--- src/prs_pkg.sv ---
// ----------------------------------------------------------------------------
// prs_pkg
// shared types and constants for the progressive refinement scan sequencer
// ----------------------------------------------------------------------------
package prs_pkg;

  localparam int unsigned DimW  = 13;
  localparam int unsigned CoordW = 12;
  localparam int unsigned SideW = 9;
  localparam int unsigned CfgIdxW = 2;

  // configuration register indexes
  typedef enum logic [CfgIdxW-1:0] {
    REG_FRAME_WIDTH  = 2'd0,
    REG_FRAME_HEIGHT = 2'd1,
    REG_INITIAL_STEP = 2'd2
  } cfg_reg_t;

  localparam logic [DimW-1:0]  FrameWidthRst  = 13'd640;
  localparam logic [DimW-1:0]  FrameHeightRst = 13'd480;
  localparam logic [SideW-1:0] InitStepRst    = 9'd64;

  // sequencer states
  typedef enum logic {
    ST_IDLE,
    ST_RUN
  } scan_state_t;

endpackage

--- src/progressive_refinement_scan.sv ---
// ----------------------------------------------------------------------------
// progressive_refinement_scan
// coarse-to-fine sample sequencer that walks a frame in halving square blocks
// ----------------------------------------------------------------------------
// Each input word is a request: restart=1 begins a new scan at the coarsest
// pass (block side = initial_step) and returns its first sample, restart=0
// returns the next sample. The frame is covered left to right, top to bottom,
// with the last block of every row and column clipped to the frame edge; the
// side halves after each full pass down to 1. From the second pass on, blocks
// whose column and row index within the pass are both even were already
// sampled and are skipped. Every result word carries the sample point (row
// counted from the bottom), the fill rectangle (rows counted from the top)
// and the current side, or done_res=1 with all other fields zero once no
// samples remain. One block, row end or pass change is evaluated per clock by
// a single position/clip unit under a two-state sequencer, while the output
// register has room. A request is accepted, then steps are evaluated until a
// block is emitted or the scan is done; each already sampled block that is
// skipped adds a step. Row and pass changes ride along with the block step;
// a pass with nothing new to sample (tiny frames) or a position left beyond
// a narrowed frame edge adds a step of its own. The block is not ready while a
// request is in work; a finished result sits in the output register while
// the next request is taken. Configuration writes apply to the next
// evaluated block; a new initial_step takes effect at the next restart.
module progressive_refinement_scan #(
  parameter int unsigned MAX_DIM = 4096
) (
  input  logic                      clk,
  input  logic                      rst,
  // configuration write port
  input  logic                      cfg_write,
  input  logic [prs_pkg::CfgIdxW-1:0] cfg_index,
  input  logic [prs_pkg::DimW-1:0]  cfg_data,
  // request channel
  input  logic                      in_valid,
  output logic                      in_ready,
  input  logic                      restart,
  // result channel
  output logic                      out_valid,
  input  logic                      out_ready,
  output logic [prs_pkg::CoordW-1:0] sample_x,
  output logic [prs_pkg::CoordW-1:0] sample_y,
  output logic [prs_pkg::CoordW-1:0] rect_left,
  output logic [prs_pkg::CoordW-1:0] rect_top,
  output logic [prs_pkg::DimW-1:0]  rect_right,
  output logic [prs_pkg::DimW-1:0]  rect_bottom,
  output logic [prs_pkg::SideW-1:0] block_side,
  output logic                      done_res
);
  import prs_pkg::*;

  // frame dimensions above the cap are treated as the cap
  localparam logic [DimW:0] DimCap =
    (MAX_DIM > 8191) ? 14'd8191 : (DimW+1)'(MAX_DIM);

  // configuration registers
  logic [DimW-1:0]  frame_width;
  logic [DimW-1:0]  frame_height;
  logic [SideW-1:0] initial_step;

  // scan position state
  scan_state_t      state, state_next;
  logic [SideW-1:0] current_side, current_side_next;
  logic [DimW-1:0]  block_left, block_left_next;
  logic [DimW-1:0]  block_top, block_top_next;
  logic             column_odd, column_odd_next;
  logic             row_odd, row_odd_next;
  logic             refining, refining_next;
  logic             finished, finished_next;
  logic             out_valid_next;

  // result payload staging
  logic              load;
  logic [DimW-1:0]   ld_left, ld_top, ld_right, ld_bottom, ld_sy;
  logic [SideW-1:0]  ld_side;
  logic              ld_done;

  // shared position / clip unit
  logic [DimW-1:0] w, h;
  logic [DimW:0]   left_sum, top_sum;
  logic            step_en;

  always_comb begin
    w = ({1'b0, frame_width} > DimCap) ? DimCap[DimW-1:0] : frame_width;
    h = ({1'b0, frame_height} > DimCap) ? DimCap[DimW-1:0] : frame_height;
  end

  assign left_sum = {1'b0, block_left} + {{(DimW+1-SideW){1'b0}}, current_side};
  assign top_sum  = {1'b0, block_top} + {{(DimW+1-SideW){1'b0}}, current_side};

  // configuration writes
  always_ff @(posedge clk) begin
    if (rst) begin
      frame_width  <= FrameWidthRst;
      frame_height <= FrameHeightRst;
      initial_step <= InitStepRst;
    end else if (cfg_write) begin
      unique case (cfg_index)
        REG_FRAME_WIDTH:  frame_width  <= cfg_data;
        REG_FRAME_HEIGHT: frame_height <= cfg_data;
        REG_INITIAL_STEP: initial_step <= cfg_data[SideW-1:0];
        default: ;
      endcase
    end
  end

  always_ff @(posedge clk) begin
    if (rst) begin
      state        <= ST_IDLE;
      current_side <= InitStepRst;
      block_left   <= '0;
      block_top    <= '0;
      column_odd   <= 1'b0;
      row_odd      <= 1'b0;
      refining     <= 1'b0;
      finished     <= 1'b0;
      out_valid    <= 1'b0;
    end else begin
      state        <= state_next;
      current_side <= current_side_next;
      block_left   <= block_left_next;
      block_top    <= block_top_next;
      column_odd   <= column_odd_next;
      row_odd      <= row_odd_next;
      refining     <= refining_next;
      finished     <= finished_next;
      out_valid    <= out_valid_next;
    end
  end

  // output register, payload needs no reset
  always_ff @(posedge clk) begin
    if (load) begin
      sample_x    <= ld_left[CoordW-1:0];
      sample_y    <= ld_sy[CoordW-1:0];
      rect_left   <= ld_left[CoordW-1:0];
      rect_top    <= ld_top[CoordW-1:0];
      rect_right  <= ld_right;
      rect_bottom <= ld_bottom;
      block_side  <= ld_side;
      done_res    <= ld_done;
    end
  end

  // sequencer: one scan step per clock while the output register has room
  always_comb begin
    state_next        = state;
    current_side_next = current_side;
    block_left_next   = block_left;
    block_top_next    = block_top;
    column_odd_next   = column_odd;
    row_odd_next      = row_odd;
    refining_next     = refining;
    finished_next     = finished;
    out_valid_next    = out_valid && !out_ready;

    load      = 1'b0;
    ld_left   = block_left;
    ld_top    = block_top;
    ld_right  = (left_sum > {1'b0, w}) ? w : left_sum[DimW-1:0];
    ld_bottom = (top_sum > {1'b0, h}) ? h : top_sum[DimW-1:0];
    ld_sy     = h - block_top - 13'd1;
    ld_side   = current_side;
    ld_done   = 1'b0;

    in_ready = (state == ST_IDLE);
    step_en  = (state == ST_RUN) && (!out_valid || out_ready);

    unique case (state)
      ST_IDLE: begin
        if (in_valid) begin
          state_next = ST_RUN;
          if (restart) begin
            current_side_next = initial_step;
            block_left_next   = '0;
            block_top_next    = '0;
            column_odd_next   = 1'b0;
            row_odd_next      = 1'b0;
            refining_next     = 1'b0;
            finished_next     = 1'b0;
          end
        end
      end
      ST_RUN: begin
        if (step_en) begin
          priority if (finished || current_side == '0 || w == '0 || h == '0) begin
            // nothing left to sample: report done with zero fields
            finished_next  = 1'b1;
            load           = 1'b1;
            out_valid_next = 1'b1;
            state_next     = ST_IDLE;
            ld_left        = '0;
            ld_top         = '0;
            ld_right       = '0;
            ld_bottom      = '0;
            ld_sy          = '0;
            ld_side        = '0;
            ld_done        = 1'b1;
          end else if (block_top >= h) begin
            // position past the bottom edge: next pass
            block_top_next    = '0;
            row_odd_next      = 1'b0;
            block_left_next   = '0;
            column_odd_next   = 1'b0;
            refining_next     = 1'b1;
            current_side_next = current_side >> 1;
          end else if (block_left >= w) begin
            // position past the right edge: next row
            block_left_next = '0;
            column_odd_next = 1'b0;
            if (top_sum >= {1'b0, h}) begin
              block_top_next    = '0;
              row_odd_next      = 1'b0;
              refining_next     = 1'b1;
              current_side_next = current_side >> 1;
            end else begin
              block_top_next = top_sum[DimW-1:0];
              row_odd_next   = !row_odd;
            end
          end else begin
            // regular block: advance, then emit unless already sampled
            if (left_sum >= {1'b0, w}) begin
              block_left_next = '0;
              column_odd_next = 1'b0;
              if (top_sum >= {1'b0, h}) begin
                block_top_next    = '0;
                row_odd_next      = 1'b0;
                refining_next     = 1'b1;
                current_side_next = current_side >> 1;
              end else begin
                block_top_next = top_sum[DimW-1:0];
                row_odd_next   = !row_odd;
              end
            end else begin
              block_left_next = left_sum[DimW-1:0];
              column_odd_next = !column_odd;
            end
            if (!refining || column_odd || row_odd) begin
              load           = 1'b1;
              out_valid_next = 1'b1;
              state_next     = ST_IDLE;
            end
          end
        end
      end
      default: state_next = ST_IDLE;
    endcase
  end

  // a request is never followed directly by another acceptance
  a_one_in_flight: assert property (@(posedge clk) disable iff (rst)
    (in_valid && in_ready) |=> !in_ready)
    else $error("request accepted while previous one in work");

  // done word carries zero fields
  a_done_zero: assert property (@(posedge clk) disable iff (rst)
    (out_valid && done_res) |->
      (sample_x == '0 && rect_right == '0 && rect_bottom == '0 && block_side == '0))
    else $error("done word with nonzero fields");

  // sample rectangle is never empty
  a_rect_nonempty: assert property (@(posedge clk) disable iff (rst)
    (out_valid && !done_res) |->
      ({1'b0, rect_left} < rect_right && {1'b0, rect_top} < rect_bottom &&
       block_side != '0))
    else $error("empty fill rectangle");

endmodule
--- config.mk ---
export PLATFORM = sky130hd
export DESIGN_NAME = progressive_refinement_scan
export DESIGN_NICKNAME = d
export VERILOG_FILES = /design/src/prs_pkg.sv /design/src/progressive_refinement_scan.sv
export SDC_FILE = /design/constraint.sdc
export NUM_CORES = 1
export LEC_CHECK = 0
export BUFFER_PORTS_ARGS = -buffer_cell sky130_fd_sc_hd__buf_2
export CAP_MARGIN = 0
export CORE_MARGIN = 3
export CORE_UTILIZATION = 35
export DETAILED_ROUTE_END_ITERATION = 10
export SYNTH_ARGS = -nofsm -noshare
export SYNTH_HDL_FRONTEND = slang
export SYNTH_SLANG_ARGS = --single-unit
--- constraint.sdc ---
create_clock -name clk -period 18.2 [get_ports clk]
set_input_delay 3.64 -clock clk [delete_from_list [all_inputs] [get_ports clk]]
set_output_delay 3.64 -clock clk [all_outputs]
set_load 0.05 [all_outputs]
## Word-level counts from Yosys, hierarchy flattened

Cells that the tools add are included.
W data, S select, Z words.

- Bits of input ports: 21
- Word-level logic and storage cells: 155
- Output and inout bits: 86
- Register bits after elaboration: 148

- Equal/unequal tests: 8
- Magnitude comparators: 8
- Add/sub/neg operators: 4
- Bitwise logic cells: 1
- Reduce and logical (&&, ||, !) cells: 24
- Multiplexer cells: 91

Operators by type and width:

| cell | count |
|---|---|
| $mux W13 | 23 |
| $mux W12 | 9 |
| $mux W9 | 11 |
| $pmux W13 S2 | 2 |
| $mux W1 | 40 |
| $add A13 B9 Y14 | 2 |
| $ge A14 B13 Y1 | 2 |
| $gt A14 B13 Y1 | 2 |
| $ge A13 B13 Y1 | 2 |
| $gt A13 B13 Y1 const B | 2 |
| $logic_not A13 Y1 | 2 |
| $pmux W9 S2 | 1 |
| $sub A12 B1 Y12 const B | 1 |
| $sub A12 B12 Y12 | 1 |
| $pmux W1 S2 | 5 |
| $logic_not A9 Y1 | 1 |
| $reduce_and A2 Y1 | 4 |
| $reduce_and A4 Y1 | 2 |
| $logic_or A1 B1 Y1 | 6 |
| $ne A2 B1 Y1 const B | 3 |
| $logic_not A1 Y1 | 5 |
| $reduce_and A5 Y1 | 1 |
| $ne A2 B2 Y1 const B | 2 |
| $ne A4 B1 Y1 const B | 1 |
| other kinds (5) | 6 |

## Longest topological paths before layout

Gate-level depths: netlist of run 1.

- Depth in word-level cells: 10
- Mapped depth: 20
- Depth with buffers taken out: 18

## Worst setup path before layout of run 1

No wires, ideal clock.

- Path type: input -> register
- Start: input out_ready
- End: register block_side[0] (netlist name) (enable)
- Stages on the path: 2
- Buffers on the path: 0
- Slack: 10,443 ps
- Arrival time: 7,229 ps
- Data required time: 17,672 ps
- Setup time: 528 ps
- Cell sequence: inv_1 a21oi_1

- Longest elaborated chain between the ends: 4

RTL lines:

| element | line | source |
|---|---|---|
| start, declared | progressive_refinement_scan.sv:39 | `input logic out_ready,` |
| $logic_or A1 B1 Y1 | progressive_refinement_scan.sv:166 | `step_en = (state == ST_RUN) && (!out_valid \|\| out_ready);` |
| $logic_and A1 B1 Y1 | progressive_refinement_scan.sv:166 |  |
| $mux W1 | progressive_refinement_scan.sv:184 | `if (step_en) begin` |
| $mux W1 | progressive_refinement_scan.sv:168 | `unique case (state)` |
| net load | progressive_refinement_scan.sv:72 | `logic load;` |
| end signal, assigned | progressive_refinement_scan.sv:139 | `block_side <= ld_side;` |
| end, declared | progressive_refinement_scan.sv:46 | `output logic [prs_pkg::SideW-1:0] block_side,` |

The timed path passes the listed nets, and every way through them passes these cells.
A chain may end at the register's enable or synchronous reset.

## Final worst setup path of run 1

- Start: register state
- End: output in_ready

- Longest elaborated chain between the ends: 1

RTL lines:

| element | line | source |
|---|---|---|
| start, declared | progressive_refinement_scan.sv:61 | `scan_state_t state, state_next;` |
| start signal, assigned | progressive_refinement_scan.sv:118 | `state <= state_next;` |
| $not A1 Y1 | n/a |  |
| end, declared | progressive_refinement_scan.sv:35 | `output logic in_ready,` |

No other way between the ends.

==> impl_metrics.yaml, run 1 <==
status:
  status: "complete, no violations"
worst_setup_path:
  crit_end: "in_ready"
  critPathArrivalTime_ps: 1930
  crit_path_end_kind: "output pin"
  rrSetupSlack_ps: 13190
  r2r_cells: 17
  crit_fanout: 16
  setup.worst_path.class: "register to output pin"
  timing.rr.start: "current_side[1]"
  cp_data_required_time_ps: 14560
  start_kind: "register"
  critPathLaunch: "state"
  reg2reg_to: "row_odd"
clocking:
  insertion_delay_ps: 440
  cts_setup_buffers: 0
  cts_resized: 0
  clk_pin_slew_ps: 70
  cts_buffers: 17
  cts_max_level: 4
  clkSinkCount: 148
  root_buffer: "clkbuf_16"
  holdBufCountCts: 0
  clockBufferDepth: 2
  cts_tree: "done"
synth:
  ys_ff_latch: 148
  yosys.area.top_type: "edfxtp_1"
  async_reset_ff_share_pct: 0
  syn_avg_cell_area_sq_um: 9.57
  ys.flop_type: "dfxtp_1"
  synth-edff-count: 72
  yosysUniqueCellTypes: 68
  synthCells: 889
  ys_warn_count: 0
  syn_area_sq_mm: 0.00851
  synth_top_area_share_pct: 25.4
  synth_nets: 993
  ys_top_cells_by_area: "edfxtp_1 25%, dfxtp_1 18%, ha_1 12%"
  ys_seq_area_share_pct: 43.3
cells_and_area:
  mostFrequentLayoutCells: "106 x buf_2, 103 x nand2_1, 84 x nor2_1"
  final_cell_area_sq_mm: 0.00985
  drive_above_1_share_pct: 17.3
  fin_cells: 1302
  final_nets: 1074
  diodes: 0
  area_growth_pct: 15.8
  seq_area_sq_mm: 0.00368
  multiInputGateArea_sq_mm: 0.00441
  fillers: 2421
  mostFrequentLayoutCell: "buf_2"
placed_design:
  dp.cells: 1270
  io_buffers: 106
  placed_area_sq_mm: 0.00924
  routabilityCongestion: 0.921
  dp_hpwl_mm: 16.5
routing:
  via_per_inst: 5.16
  routed_wl_mm: 21.9
  initialDrtViolationCount: 459
  drt_first_pass_iters: 6
  drc: 0
  ant_nets: 0
  avgRoutedWirePerCell_microns: 16.8
  routed-via-count: 6714
grt:
  grt_usage_pct: 16.8
  grt_pass1_vias: 6509
  grt_max_degree: 59
  grt_overflow: 0
  antenna_found_initial: 0
  grt_pass1_wl_mm: 34.8
timing:
  drv_slew: 0
  hold_viol: 0
  setup_violations: 0
  slew_headroom_pct: 44.8
  worst_pin_slew_ps: 827
  period_share_pct: 30.6
  setup_tns_ps: 0
  fmax_ghz: 0.180
  fin_crit_ps: 5570
  clock_skew_ps: 9.59
  rsz0062_at_grt: "no"
flow_run:
  drv_cap: 0
floorplanning:
  std_cell_rows: 56
  coreArea_sq_mm: 0.0237
  initial_utilization_pct: 35.9
  floorplan.die_area_sq_mm: 0.0262
  die_w_microns: 162
  dieHeight_microns: 162
  io_pins: 107
min_path:
  worstHoldPathType: "register to register"
pwr:
  p_int_mw: 0.655
  seq_power_share_pct: 40.6
  combPwrFrac_pct: 21.7
  clock_power_share_pct: 37.6
  power.density_mw_per_mm2: 98.7
  swShare_pct: 32.7
  peakVddDrop_v: 0.0000573
  p_sw_mw: 0.318
  p_leak_nw: 4.24
==> routing by layer <==
| metal | vias up | global-route usage, % | part of all wire [%] |
|---|---|---|---|
| li1 | 3339 | - | - |
| met1 | 3174 | 24.7 | 50 |
| met2 | 173 | 24.4 | 43 |
| met3 | 28 | 4.31 | 5.4 |
| met4 | 0 | 4.58 | 1.6 |
| met5 | - | 0 | 0 |
==> Yosys cell counts (3+ instances only) <==
| library cell | instances |
|---|---|
| nand3_1 | 33 |
| nand2b_1 | 5 |
| clkbuf_1 | 27 |
| a31oi_1 | 4 |
| o21ai_0 | 16 |
| dfxtp_1 | 76 |
| a22o_1 | 12 |
| buf_1 | 4 |
| a211o_1 | 3 |
| mux2i_1 | 27 |
| a21oi_1 | 81 |
| or2_2 | 6 |
| nor3_1 | 11 |
| nor2b_1 | 29 |
| edfxtp_1 | 72 |
| buf_4 | 15 |
| nor4_1 | 7 |
| xor2_1 | 7 |
| xnor2_1 | 21 |
| nor2_1 | 84 |
| o21bai_1 | 3 |
| o21ai_1 | 3 |
| nand4_1 | 11 |
| nor3_2 | 4 |
| o21a_1 | 17 |
| o211ai_1 | 5 |
| nand2_1 | 103 |
| inv_1 | 45 |
| ha_1 | 80 |
| fa_1 | 3 |
| a211oi_1 | 18 |
| a21o_1 | 14 |
==> power groups by stage <==
stage          combinational (mW)  sequential (mW)  clock (mW)
6_report                    0.211            0.395       0.366
5_1_grt                     0.229            0.398       0.386
4_1_cts                     0.212            0.396       0.372
3_5_place_dp                0.211            0.403           0
3_3_place_gp                0.209            0.404           0
2_1_floorplan               0.112            0.454           0
==> cell families (layout without fill, tap and decap cells) <==
| kind of cell | count (synthesis) | after routing | synth area share, % |
|---|---|---|---|
| multiplexers | 29 | 29 | 3.44 |
| buffers and inverters | 95 | 189 | 5.04 |
| AO/OA/AOI/OAI | 199 | 199 | 15.9 |
| flip-flops | 148 | 148 | 43.3 |
| XOR/XNOR | 28 | 28 | 2.88 |
| adder cells (fa/ha/maj) | 83 | 83 | 12.5 |
| AND/OR/NAND/NOR | 307 | 307 | 17.0 |
==> per-stage QoR <==
| step | utilization (%) | hold slack [ps] | setup WS [ps] | power (mW) |
|---|---|---|---|---|
| 6_report | 41.6 | 473 | 12630 | 0.973 |
| 5_1_grt | 41.6 | 495 | 12580 | 1.01 |
| 4_1_cts | 41.6 | 473 | 12640 | 0.981 |
| 3_5_place_dp | 39.0 | 464 | 12370 | 0.614 |
| 3_3_place_gp | 39.0 | 448 | 12390 | 0.612 |
| 2_1_floorplan | - | 436 | 10440 | 0.565 |
==> worst max-delay path, stage by stage (launching register included) <==
cell	delay [ps]
dfxtp_1	850
inv_1	340
buf_2	310
==> worst min path at each step <==
| stage | startpoint | end | slack [ps] | cells past startpoint |
|---|---|---|---|---|
| floorplan | initial_step[6] | initial_step[6] | 440 | 2 |
| global placement | initial_step[6] | initial_step[6] | 450 | 2 |
| detailed placement | column_odd | column_odd | 460 | 2 |
| CTS | column_odd | column_odd | 470 | 2 |
| global route | column_odd | column_odd | 490 | 2 |
| finish | frame_width[2] | frame_width[2] | 470 | 2 |
==> state kept, by name (all words and copies together) (netlist names), 12 cells and up <==
name and flops:
block_left 13, block_top 13, frame_height 13, frame_width 13, rect_bottom 13, rect_left 12, rect_right 13, rect_top 12
sample_y 12
==> layout make-up <==
| class | count | share of cell area, % |
|---|---|---|
| Multi-Input combinational cell | 646 | 44.8 |
| Sequential cell | 148 | 37.4 |
| Timing Repair Buffer | 111 | 5.77 |
| Clock buffer | 22 | 5.16 |
| Tap cell | 319 | 4.05 |
| Inverter | 46 | 1.75 |
| Clock inverter | 10 | 1.08 |
Note: power is estimated with default switching activity, not from simulation.
==> run 2, diff against run 1 <==
Clock period 18.2 ns to 4.7 ns, I/O delays scaled along.
==> impl_metrics.yaml, run 2 (same netlist as run 1, synthesis figures left out) <==
cells_and_area:
  fin_cells: 1320
  area_growth_pct: 17.8
  mostFrequentLayoutCells: "106 x buf_2, 103 x nand2_1, 84 x nor2_1"
  fillers: 2374
  final_nets: 1092
  seq_area_sq_mm: 0.00368
  final_cell_area_sq_mm: 0.0100
  utilization_pct: 42.3
  drive_above_1_share_pct: 19.3
  mostFrequentLayoutCell: "buf_2"
  diodes: 0
  multiInputGateArea_sq_mm: 0.00444
timing:
  worst_pin_slew_ps: 968
  drv_slew: 0
  rsz0062_at_grt: "yes"
  whs_ps: 469
  setup_violations: 0
  fmax_ghz: 0.228
  slew_headroom_pct: 35.0
  period_share_pct: 93.3
  hold_viol: 0
  clock_skew_ps: 9.42
  finalWorstSetupSlack_ps: 313
  fin_crit_ps: 4390
floorplanning:
  coreArea_sq_mm: 0.0237
  initial_utilization_pct: 35.9
  dieHeight_microns: 162
  std_cell_rows: 56
  floorplan.die_area_sq_mm: 0.0262
  io_pins: 107
  die_w_microns: 162
worst_setup_path:
  reg2reg_to: "rect_right[9]"
  worst-path-buf-inv: 2
  crit_path_end_kind: "register"
  crit_chain: "ha_1 > inv_1 > fa_1 > nor2b_1 > o21a_1 > o21ai_0 > a211oi_2 > o21ai_0 > xnor2_1 > ha_1 > a21o_1 > a21o_1 > a21oi_1 > o221a_4 > o21a_2 > buf_4 > nor2b_1 > nor3_2"
  cp_data_required_time_ps: 4860
  critPathLaunch: "current_side[0]"
  critical_path.top_delay_family: "compound AO/OA/AOI/OAI gates"
  setup.worst_path.class: "register to register"
  slowest_delay_ps: 420
  rrSetupSlack_ps: 310
  critPathArrivalTime_ps: 4540
  timing.rr.start: "current_side[0]"
  start_kind: "register"
  crit_fanout: 13
  cp_slowest_cell: "dfxtp_1"
  r2r_cells: 18
clocking:
  cts_max_level: 4
  clk_pin_slew_ps: 70
  clockBufferDepth: 2
  root_buffer: "clkbuf_16"
  insertion_delay_ps: 440
  cts_buffers: 17
  cts_tree: "done"
  clkSinkCount: 148
routing:
  via_per_inst: 5.06
  routed_wl_mm: 22.1
  drc: 0
  ant_nets: 0
  drt_first_pass_iters: 5
  routed-via-count: 6685
  avgRoutedWirePerCell_microns: 16.8
  initialDrtViolationCount: 471
min_path:
  holdPathStages: 2
  min_to: "column_odd"
  hold_start: "column_odd"
  worstHoldPathType: "register to register"
placed_design:
  routabilityCongestion: 0.883
  placed_area_sq_mm: 0.00937
  io_buffers: 106
  dp_hpwl_mm: 16.9
  dp.cells: 1286
  place_ws_ps: 0.619
grt:
  grt_overflow: 0
  antenna_found_initial: 1
  grt_max_degree: 58
  grt_pass1_vias: 6640
  grt_pass1_wl_mm: 35.9
  grt_usage_pct: 17.1
pwr:
  power.density_mw_per_mm2: 375
  peakVddDrop_v: 0.000185
  p_leak_nw: 4.33
status:
  status: "complete, no violations"
flow_run:
  drv_cap: 0
run 2: changes by cell type in the layout (fill, tap and decap cells not counted), sizes merged:
cell / change
inv: +8
bufinv: -1
buf: +18
clkbuf: -3
clkinv: -4
run 2: worst min-delay path, cell delays in order, from the launching register on:
cell and delay [ps]:
dfxtp_1 320, nand2_1 60, a21oi_1 50
run 2: what timing repair did:
action	in CTS	in global routing
setup buffers	0	2
hold endpoints to repair	0	0
pin swaps	0	2
gates resized for setup	1	5
setup endpoints to repair	9	43
hold buffers	0	0
run 2: final cells by class:
type / instances / share of cell area (%)
sequential: 148 / 36.8
multi-input combinational: 646 / 44.3
timing repair buffer: 129 / 7.27
tap: 319 / 3.98
clock buffer: 19 / 4.74
inverter: 46 / 1.72
clock inverter: 13 / 1.19
run 2: where the power goes:
group / internal, mW / switching (mW)
Sequential: 1.47 / 0.0562
Combinational: 0.250 / 0.604
Clock: 0.766 / 0.621
run 2: how the worst max path moves through the flow:
stage                       to  slack [ps]  cells past startpoint
2_1_floorplan    rect_right[0]         680                     20
3_3_place_gp           row_odd         140                     17
3_5_place_dp           row_odd         0.6                     17
4_1_cts         rect_right[12]         180                     18
5_1_grt        current_side[6]         -10                     19
6_report         rect_right[9]         310                     18
run 2: layer usage:
layer,GRT usage [%],wire (microns),vias to the layer above
met2,25.6,9680,163
li1,-,-,3368
met4,5.08,294,0
met1,25.2,11000,3131
met5,0,0,-
met3,3.26,1150,23
run 2: metrics by stage:
stage,setup TNS (ps),power [mW]
after floorplan,0,2.18
after global placement,0,2.40
after detailed placement,0,2.40
after CTS,0,3.79
after global routing,-20.9,3.92
final,0,3.76
